### src/rtl/tdp_pkg.sv
// shared constants and types for the trial division prime test core
// no dependencies; compile first

package tdp_pkg;

    // candidate width in bits (2 to 64)
    localparam int WIDTH = 32;

    // bit counter for one division pass
    localparam int CNT_W = (WIDTH > 1) ? $clog2(WIDTH) : 1;

    typedef logic [WIDTH-1:0] word_t;

    // divider result group back to the sequencer
    typedef struct packed {
        logic  done;
        word_t quot;
        word_t rem;
    } tdp_div_res_t;

endpackage

### src/rtl/tdp_divider.sv
// bit-serial restoring divider, one quotient bit per cycle
// depends on tdp_pkg

module tdp_divider import tdp_pkg::*;
(
    input  logic         clk,
    input  logic         rst_n,
    input  logic         start,
    input  word_t        dividend,
    input  word_t        divisor,
    output tdp_div_res_t res
);

    word_t            shift_reg, shift_next;
    word_t            rem_reg, rem_next;
    logic [CNT_W-1:0] cnt_reg, cnt_next;
    logic             busy_reg, busy_next;
    logic             done_reg, done_next;

    logic [WIDTH:0]   trial;
    logic [WIDTH:0]   diff;

    // one restoring step: bring down the next dividend bit and try the subtract
    always_comb
    begin
        trial      = {rem_reg, shift_reg[WIDTH-1]};
        diff       = trial - {1'b0, divisor};
        shift_next = shift_reg;
        rem_next   = rem_reg;
        cnt_next   = cnt_reg;
        busy_next  = busy_reg;
        done_next  = 1'b0;
        if (start)
        begin
            shift_next = dividend;
            rem_next   = '0;
            cnt_next   = CNT_W'(WIDTH - 1);
            busy_next  = 1'b1;
        end
        else if (busy_reg)
        begin
            if (!diff[WIDTH])
            begin
                rem_next   = diff[WIDTH-1:0];
                shift_next = {shift_reg[WIDTH-2:0], 1'b1};
            end
            else
            begin
                rem_next   = trial[WIDTH-1:0];
                shift_next = {shift_reg[WIDTH-2:0], 1'b0};
            end
            cnt_next = cnt_reg - 1'b1;
            if (cnt_reg == '0)
            begin
                busy_next = 1'b0;
                done_next = 1'b1;
            end
        end
    end

    // control state
    always_ff @(posedge clk or negedge rst_n)
    begin
        if (!rst_n)
        begin
            busy_reg <= 1'b0;
            done_reg <= 1'b0;
            cnt_reg  <= '0;
        end
        else
        begin
            busy_reg <= busy_next;
            done_reg <= done_next;
            cnt_reg  <= cnt_next;
        end
    end

    // datapath shift registers
    always_ff @(posedge clk)
    begin
        shift_reg <= shift_next;
        rem_reg   <= rem_next;
    end

    assign res.done = done_reg;
    assign res.quot = shift_reg;
    assign res.rem  = rem_reg;

endmodule

### config.mk
export PLATFORM = sky130hd
export DESIGN_NAME = tdp_divider
export DESIGN_NICKNAME = d
export VERILOG_FILES = /design/src/rtl/tdp_pkg.sv /design/src/rtl/tdp_divider.sv
export SDC_FILE = /design/constraint.sdc
export NUM_CORES = 1
export LEC_CHECK = 0
export BUFFER_PORTS_ARGS = -buffer_cell sky130_fd_sc_hd__buf_4
export CAP_MARGIN = 5
export CORE_ASPECT_RATIO = 1.1
export CORE_MARGIN = 2
export CORE_UTILIZATION = 30
export CTS_BUF_LIST = sky130_fd_sc_hd__clkbuf_8
export DETAILED_ROUTE_END_ITERATION = 10
export SKIP_CTS_REPAIR_TIMING = 1
export SYNTH_ARGS = -nofsm -noshare
export SYNTH_HDL_FRONTEND = slang
export SYNTH_SLANG_ARGS = --single-unit
### constraint.sdc
create_clock -name clk -period 5 [get_ports clk]
set_input_delay 0.75 -clock clk [delete_from_list [all_inputs] [get_ports clk]]
set_output_delay 0.75 -clock clk [all_outputs]
set_load 0.02 [all_outputs]
Word level (Yosys, flattened, before mapping)
Index checks and enable logic that the tools add are counted.
- add/sub/neg operators: 2
- multiplexer cells: 12
- reductions and logical operators: 2
- operator list (kind ; count):
    32-bit two-way mux ; 3
    33-bit by 32-bit subtractor with 33-bit output ; 1
    5-bit two-way mux ; 2
    1-bit two-way mux ; 7
    5-bit logical NOT ; 1
    5-bit by 1-bit subtractor with 5-bit output (second input constant) ; 1
    2-bit nonzero test ; 1
- register bits: 71
- output and inout port bits: 65
- logic and storage cells: 21

Depth between registers and ports, before layout
Gate-level depths: netlist of run 1.
- depth after elaboration: 4
- mapped depth: 14
- gate-level depth less buffers: 12

Worst setup path after synthesis of run 1
Ideal clock, no wire load.
- path kind: input -> register
- start point: in divisor[25]
- end point: reg shift_reg[0], data pin
- setup time: 0.260 ns
- data arrival time: 3.189 ns
- slack: 1.551 ns
- stages: 12
- buffers on the path: 3
- path through: inv_1 -> ha_1 -> buf_4 -> a21o_1 -> a21oi_1 -> o21ai_1 -> a31oi_1 -> mux2_2 -> or4b_4 -> buf_6 -> buf_6 -> mux2_2
- word-level cells in the longest chain between the ends: 4
- ends and longest elaborated chain (item ; RTL line ; source):
    start, declared ; tdp_divider.sv:10 ; input word_t divisor,
    33-bit by 32-bit subtractor with 33-bit output ; tdp_divider.sv:27 ; diff = trial - {1'b0, divisor};
    1-bit two-way mux ; tdp_divider.sv:42 ; if (!diff[WIDTH])
    32-bit two-way mux ; tdp_divider.sv:40 ; else if (busy_reg)
    32-bit two-way mux ; tdp_divider.sv:33 ; if (start)
    named net shift_next[0] ; tdp_divider.sv:14 ; word_t shift_reg, shift_next;
    end signal, assigned ; tdp_divider.sv:81 ; shift_reg <= shift_next;
    end, declared ; tdp_divider.sv:14 ;
The timed path passes the listed nets, and every way through them passes these cells. The select of a mux whose other input is x is not followed.
A chain may end at the register's enable or synchronous reset.

Final worst setup path of run 1
- start point: in divisor[0]
- end point: reg rem_reg[27]
- word-level cells in the longest chain between the ends: 2
- ends and longest elaborated chain (item ; RTL line ; source):
    33-bit by 32-bit subtractor with 33-bit output ; tdp_divider.sv:27 ;
    32-bit two-way mux ; tdp_divider.sv:42 ;
    end signal, assigned ; tdp_divider.sv:82 ; rem_reg <= rem_next;
    end, declared ; tdp_divider.sv:15 ; word_t rem_reg, rem_next;
No other way between the ends.

==> results of run 1 <==
layer usage:
layer	wire, um	part of all wire, %	track usage (%)
met5	0	0	0
met4	203	1.5	4.86
met3	1220	8.9	5.84
met2	6500	48	26.1
met1	5720	42	17.9
worst max-delay path by stage:
stage                      from      endpoint  depth (start not counted)
floorplan           divisor[25]  shift_reg[0]                         12
global placement     divisor[0]   rem_reg[27]                         12
detailed placement   divisor[0]   rem_reg[27]                         12
CTS                  divisor[0]   rem_reg[27]                         12
global route         divisor[0]   rem_reg[27]                         12
finish               divisor[0]   rem_reg[27]                         12
layout make-up:
| cell class | count | area [um^2] |
|---|---|---|
| repair buffers | 133 | 998 |
| clock inverters | 5 | 33.8 |
| fillers | 1643 | 10100 |
| well taps | 204 | 255 |
| flip-flops and latches | 71 | 1780 |
| clock buffers | 11 | 151 |
| multi-input cells | 401 | 2950 |
| inverters | 40 | 150 |
cells in the final DEF, fill, tap and decap left out, types with 4 or more instances in the layout:
master,netlist,layout
nor2b_1,9,9
o211ai_1,5,5
o21ai_0,25,25
nor3_1,4,4
mux2i_1,25,25
a21oi_1,38,38
edfxtp_1,32,32
o221ai_1,5,5
a31oi_1,4,4
inv_1,40,41
nand2b_1,14,14
ha_1,34,34
xnor2_1,17,17
o21ai_1,4,4
xor2_1,14,14
dfrtp_1,7,7
dfxtp_1,32,32
mux2_2,34,34
clkbuf_8,0,11
nand2_1,36,36
nand4_1,7,7
a211oi_1,21,21
buf_4,4,133
a21o_1,16,16
nor2_1,41,41
o21a_1,4,4
critical path: cells and delay by family:
| family | cells | cell delay, ns |
|---|---|---|
| AO/OA/AOI/OAI | 5 | 0.91 |
| adder cells (fa/ha/maj) | 2 | 0.64 |
| buffers and inverters | 1 | 0.11 |
| AND/OR/NAND/NOR | 4 | 1.34 |
synth_stat cells, types with 5 or more instances:
| cell | n |
|---|---|
| edfxtp_1 | 32 |
| dfrtp_1 | 7 |
| o211ai_1 | 5 |
| a211oi_1 | 21 |
| nor2_1 | 41 |
| inv_1 | 40 |
| clkbuf_1 | 16 |
| ha_1 | 34 |
| o221ai_1 | 5 |
| mux2_2 | 34 |
| o21ai_0 | 25 |
| dfxtp_1 | 32 |
| nand4_1 | 7 |
| a21oi_1 | 38 |
| mux2i_1 | 25 |
| nor2b_1 | 9 |
| nand2_1 | 36 |
| a21o_1 | 16 |
| xor2_1 | 14 |
| xnor2_1 | 17 |
| nand2b_1 | 14 |
where the power goes:
part           switching, uW  internal [uW]
Combinational            886            726
Sequential               117            736
Clock                    239            206
cells by family (layout without fill, tap and decap cells):
kind of cell	after synthesis	in the layout
AO/OA/AOI/OAI	144	144
XOR/XNOR	31	31
adder cells (fa/ha/maj)	35	35
buffers and inverters	67	189
flip-flops	71	71
multiplexers	59	59
AND/OR/NAND/NOR	132	132
through the flow:
stage          cell area, um^2  utilization, %  power (uW)
2_1_floorplan             5040               -        2090
4_1_cts                   6320            38.6        2940
5_1_grt                   6320            38.6        3130
3_3_place_gp              6130            37.5        2450
3_5_place_dp              6130            37.5        2480
6_report                  6320            38.6        2910
==> results.sh, run 1 <==
export IMPL_route_vias_total=4400
export IMPL_rows=49
export IMPL_stdcell_count=865
export IMPL_cp_start_kind="primary input"
export IMPL_ys_seq_area_share_pct=35.3
export IMPL_path_cells="buf_4 > ha_1 > fa_1 > nor2b_2 > o2111ai_1 > a21oi_1 > o211ai_1 > nand4_1 > or4b_4 > and2b_1 > a31oi_1 > a211oi_1"
export IMPL_clk_pin_slew_ns=0.09
export IMPL_wl_per_cell_um=15.8
export IMPL_grt_pass1_vias=4533
export IMPL_syn_inst=539
export IMPL_reg2reg_slack_ns=1.59
export IMPL_grt_overflow_total=0
export IMPL_synth_adder_area_share_pct=8.84
export IMPL_firstDrtPassIters=4
export IMPL_cp_end_kind="register"
export IMPL_setup_violations=0
export IMPL_synth_nets=641
export IMPL_vias_per_cell=5.09
export IMPL_worstPathArrival_ns=3.78
export IMPL_period_share_pct=69.8
export IMPL_slew_headroom_pct=40.2
export IMPL_hpwl_um=10400
export IMPL_ant_nets=0
export IMPL_cellPowerDensity_nw_per_um2=461
export IMPL_synthArstFlopShare_pct=9.86
export IMPL_cts_made_buffers=9
export IMPL_cts_root_buf="clkbuf_8"
export IMPL_syn_to_final_growth_pct=25.4
export IMPL_status="finished, final reports clean"
export IMPL_reg2reg_depth=12
export IMPL_h_tree_depth=3
export IMPL_fin_hold_ws_ns=0.187
export IMPL_initial_core_util_pct=30.8
export IMPL_nets=758
export IMPL_yosys_area_share_xor_xnor_pct=5.39
export IMPL_drive_gt1_share_pct=29.2
export IMPL_post_synth_cell_area_avg_um2=9.34
export IMPL_tightest_slew_ns=0.889
export IMPL_drc=0
export IMPL_ir_drop_v=0.000222
export IMPL_yosysTopAreaCell="edfxtp_1"
export IMPL_pre_cts_ws_ns=1.13
export IMPL_synth_seq_cells=71
export IMPL_drt_iter0_markers=184
export IMPL_r2r_end="rem_reg[27]"
export IMPL_diodes=0
export IMPL_setup_ws_ns=1.51
export IMPL_antenna_found_initial=0
export IMPL_die_w_um=128
export IMPL_crit_path_max_fanout=39
export IMPL_rsz0062_at_grt="false"
export IMPL_hold_class="in2async"
export IMPL_hold_violations=0
export IMPL_dp_cells=849
export IMPL_grt_usage_pct=15.4
export IMPL_critPathRequiredTime_ns=5.29
export IMPL_timing_fmax_mhz=286
export IMPL_finClkSkew_ns=0.0114
export IMPL_die_h_um=140
export IMPL_timing_rr_start="shift_reg[31]"
export IMPL_cts_tree="built"
export IMPL_cp_slowest_stage_delay_ns=0.77
export IMPL_grt_pass1_wl_um=22100
export IMPL_wl_um=13600
export IMPL_synth_compound_area_share_pct=18.7
export IMPL_clock_latency_ns=0.37
export IMPL_slowest_stage="or4b_4"
export IMPL_synthMuxAreaShare_pct=12.6
export IMPL_synth_simple_area_share_pct=13.1
export IMPL_synth_edff_count=32
export IMPL_core_um2=16400
export IMPL_drv_slew=0
export IMPL_synthFlopType="edfxtp_1"
export IMPL_final_setup_tns_ns=0
export IMPL_gp_congestion=0.837
export IMPL_io_buffers=131
export IMPL_synth_top_family_by_area="compound AO/OA/AOI/OAI gates"
export IMPL_synth_cell_types=61
export IMPL_ys_top_cells_by_area="edfxtp_1 19%, dfxtp_1 13%, ha_1 8.4%"
export IMPL_syn_area_um2=5040
export IMPL_yosysWarnings=0
export IMPL_grt_max_degree=64
export IMPL_cts_sinks=71
export IMPL_clk_path_buf_depth=2
export IMPL_io_pins=132
export IMPL_synth_top_area_share_pct=19.1
export IMPL_p_leak_uw=0.00287
export IMPL_period_needed_ns=3.49
export IMPL_cap_violations=0
export IMPL_critPathKind="in2reg"
export IMPL_die_area_um2=17800
Power figures use the tool's default switching activity.
==> inputs of run 2 (changes only) <==
==> constraint.sdc (replaced) <==
create_clock -name clk -period 3.11 [get_ports clk]
set_input_delay 0.4665 -clock clk [delete_from_list [all_inputs] [get_ports clk]]
set_output_delay 0.4665 -clock clk [all_outputs]
set_load 0.02 [all_outputs]
==> results.sh, run 2 (synthesized netlist as in run 1, its figures left out) <==
export IMPL_timing_fmax_mhz=342
export IMPL_cts_sinks=71
export IMPL_gp_congestion=0.931
export IMPL_hold_class="in2reg"
export IMPL_diodes=0
export IMPL_slowest_stage="or4b_4"
export IMPL_cp_slowest_stage_delay_ns=0.51
export IMPL_critPathKind="reg2reg"
export IMPL_io_buffers=131
export IMPL_wl_um=14200
export IMPL_h_tree_depth=3
export IMPL_initial_core_util_pct=30.8
export IMPL_grt_usage_pct=16.2
export IMPL_clk_path_buf_depth=2
export IMPL_die_area_um2=17800
export IMPL_ir_drop_v=0.000336
export IMPL_hold_violations=0
export IMPL_cts_tree="built"
export IMPL_drt_iter0_markers=216
export IMPL_drc=0
export IMPL_tightest_slew_ns=0.951
export IMPL_status="finished, final reports clean"
export IMPL_critPathRequiredTime_ns=3.40
export IMPL_hpwl_um=10900
export IMPL_ant_nets=0
export IMPL_cts_made_buffers=9
export IMPL_clock_latency_ns=0.37
export IMPL_syn_to_final_growth_pct=34.8
export IMPL_period_share_pct=94.1
export IMPL_nets=812
export IMPL_clk_pin_slew_ns=0.09
export IMPL_cp_start_kind="register"
export IMPL_slew_headroom_pct=36.3
export IMPL_layout_common_cells="184 x buf_4, 42 x inv_1, 41 x nor2_1"
export IMPL_die_h_um=140
export IMPL_period_needed_ns=2.93
export IMPL_grt_pass1_wl_um=23300
export IMPL_die_w_um=128
export IMPL_drive_gt1_share_pct=35.4
export IMPL_rsz0062_at_grt="false"
export IMPL_path_cells="ha_1 > a21o_1 > a21oi_1 > o21ai_1 > a31oi_2 > mux2_2 > or4b_4 > buf_12 > and2b_1 > a31oi_1 > a211oi_1"
export IMPL_cts_root_buf="clkbuf_8"
export IMPL_io_pins=132
export IMPL_fin_util_pct=41.5
export IMPL_grt_pass1_vias=4653
export IMPL_final_setup_tns_ns=0
export IMPL_grt_overflow_total=0
export IMPL_p_leak_uw=0.00316
export IMPL_crit_path_max_fanout=23
export IMPL_grt_max_degree=51
export IMPL_mostFrequentLayoutCell="buf_4"
export IMPL_firstDrtPassIters=5
export IMPL_wl_per_cell_um=15.4
export IMPL_cap_violations=0
export IMPL_vias_per_cell=5.02
export IMPL_worstPathArrival_ns=3.21
export IMPL_drv_slew=0
export IMPL_rows=49
export IMPL_antenna_found_initial=0
export IMPL_cp_end_kind="register"
export IMPL_cellPowerDensity_nw_per_um2=750
export IMPL_core_um2=16400
export IMPL_setup_violations=0
export IMPL_finClkSkew_ns=0.0136
export IMPL_route_vias_total=4616
run 2: cell types whose count changed in the layout (fill, tap and decap cells not counted), sizes merged:
cell / previous run / this run
bufinv: 0 / 1
clkbuf: 11 / 9
inv: 41 / 43
dlygate4sd3: 0 / 1
buf: 133 / 186
clkinvlp: 1 / 0
run 2: layout make-up:
class | instances | area, um^2
sequential | 71 | 1780
inverter | 40 | 150
timing repair buffer | 187 | 1420
multi-input combinational | 401 | 3000
clock inverter | 7 | 65.1
clock buffer | 9 | 124
fill | 1627 | 9580
tap | 204 | 255
run 2: per-stage QoR:
step	area (um^2)	setup WS [ns]	hold slack (ns)	instances	power [uW]
2_1_floorplan	5050	0.00333	0.171	539	3370
3_3_place_gp	6540	-0.0682	0.293	901	4260
3_5_place_dp	6540	-0.142	0.294	901	4300
4_1_cts	6730	0.0470	-0.119	917	5100
5_1_grt	6790	0.000666	0.379	919	5480
6_report	6790	0.184	0.401	919	5090
run 2: worst paths after layout:
| check | start | endpoint | slack [ns] | depth (start not counted) |
|---|---|---|---|---|
| hold / removal | dividend[18] | shift_reg[18] | 0.40 | 2 |
| min in group asynchronous | rst_n | cnt_reg[1] | 0.44 | 2 |
| setup / recovery | rem_reg[24] | rem_reg[27] | 0.18 | 11 |
| max in group asynchronous | rst_n | cnt_reg[4] | 2.53 | 2 |
| setup reg to reg | rem_reg[24] | rem_reg[27] | 0.18 | 11 |
| hold reg to reg | rem_reg[17] | rem_reg[17] | 0.51 | 2 |
run 2: routing by layer:
| layer | GRT usage [%] | part of all wire [%] | vias up | routed length, um |
|---|---|---|---|---|
| li1 | - | - | 2293 | - |
| met3 | 5.73 | 8.2 | 13 | 1170 |
| met4 | 4.86 | 1.3 | 0 | 186 |
| met1 | 19.3 | 43 | 2147 | 6120 |
| met5 | 0 | 0 | - | 0 |
| met2 | 27.4 | 47 | 163 | 6710 |
run 2: worst max-delay path: cells and delay by family (launching register included):
| kind | cells | cell delay (ns) |
|---|---|---|
| compound gates | 6 | 0.98 |
| fa+ha+maj | 1 | 0.29 |
| buf+inv | 1 | 0.19 |
| flops | 1 | 0.33 |
| mux | 1 | 0.36 |
| simple gates | 2 | 0.70 |
run 2: power by group:
| group | leakage (uW) | switching, uW | internal (uW) |
|---|---|---|---|
| logic | 0.00238 | 1520 | 1450 |
| clock network | 0.000106 | 387 | 367 |
| registers | 0.000672 | 187 | 1180 |
| total | 0.00316 | 2100 | 3000 |
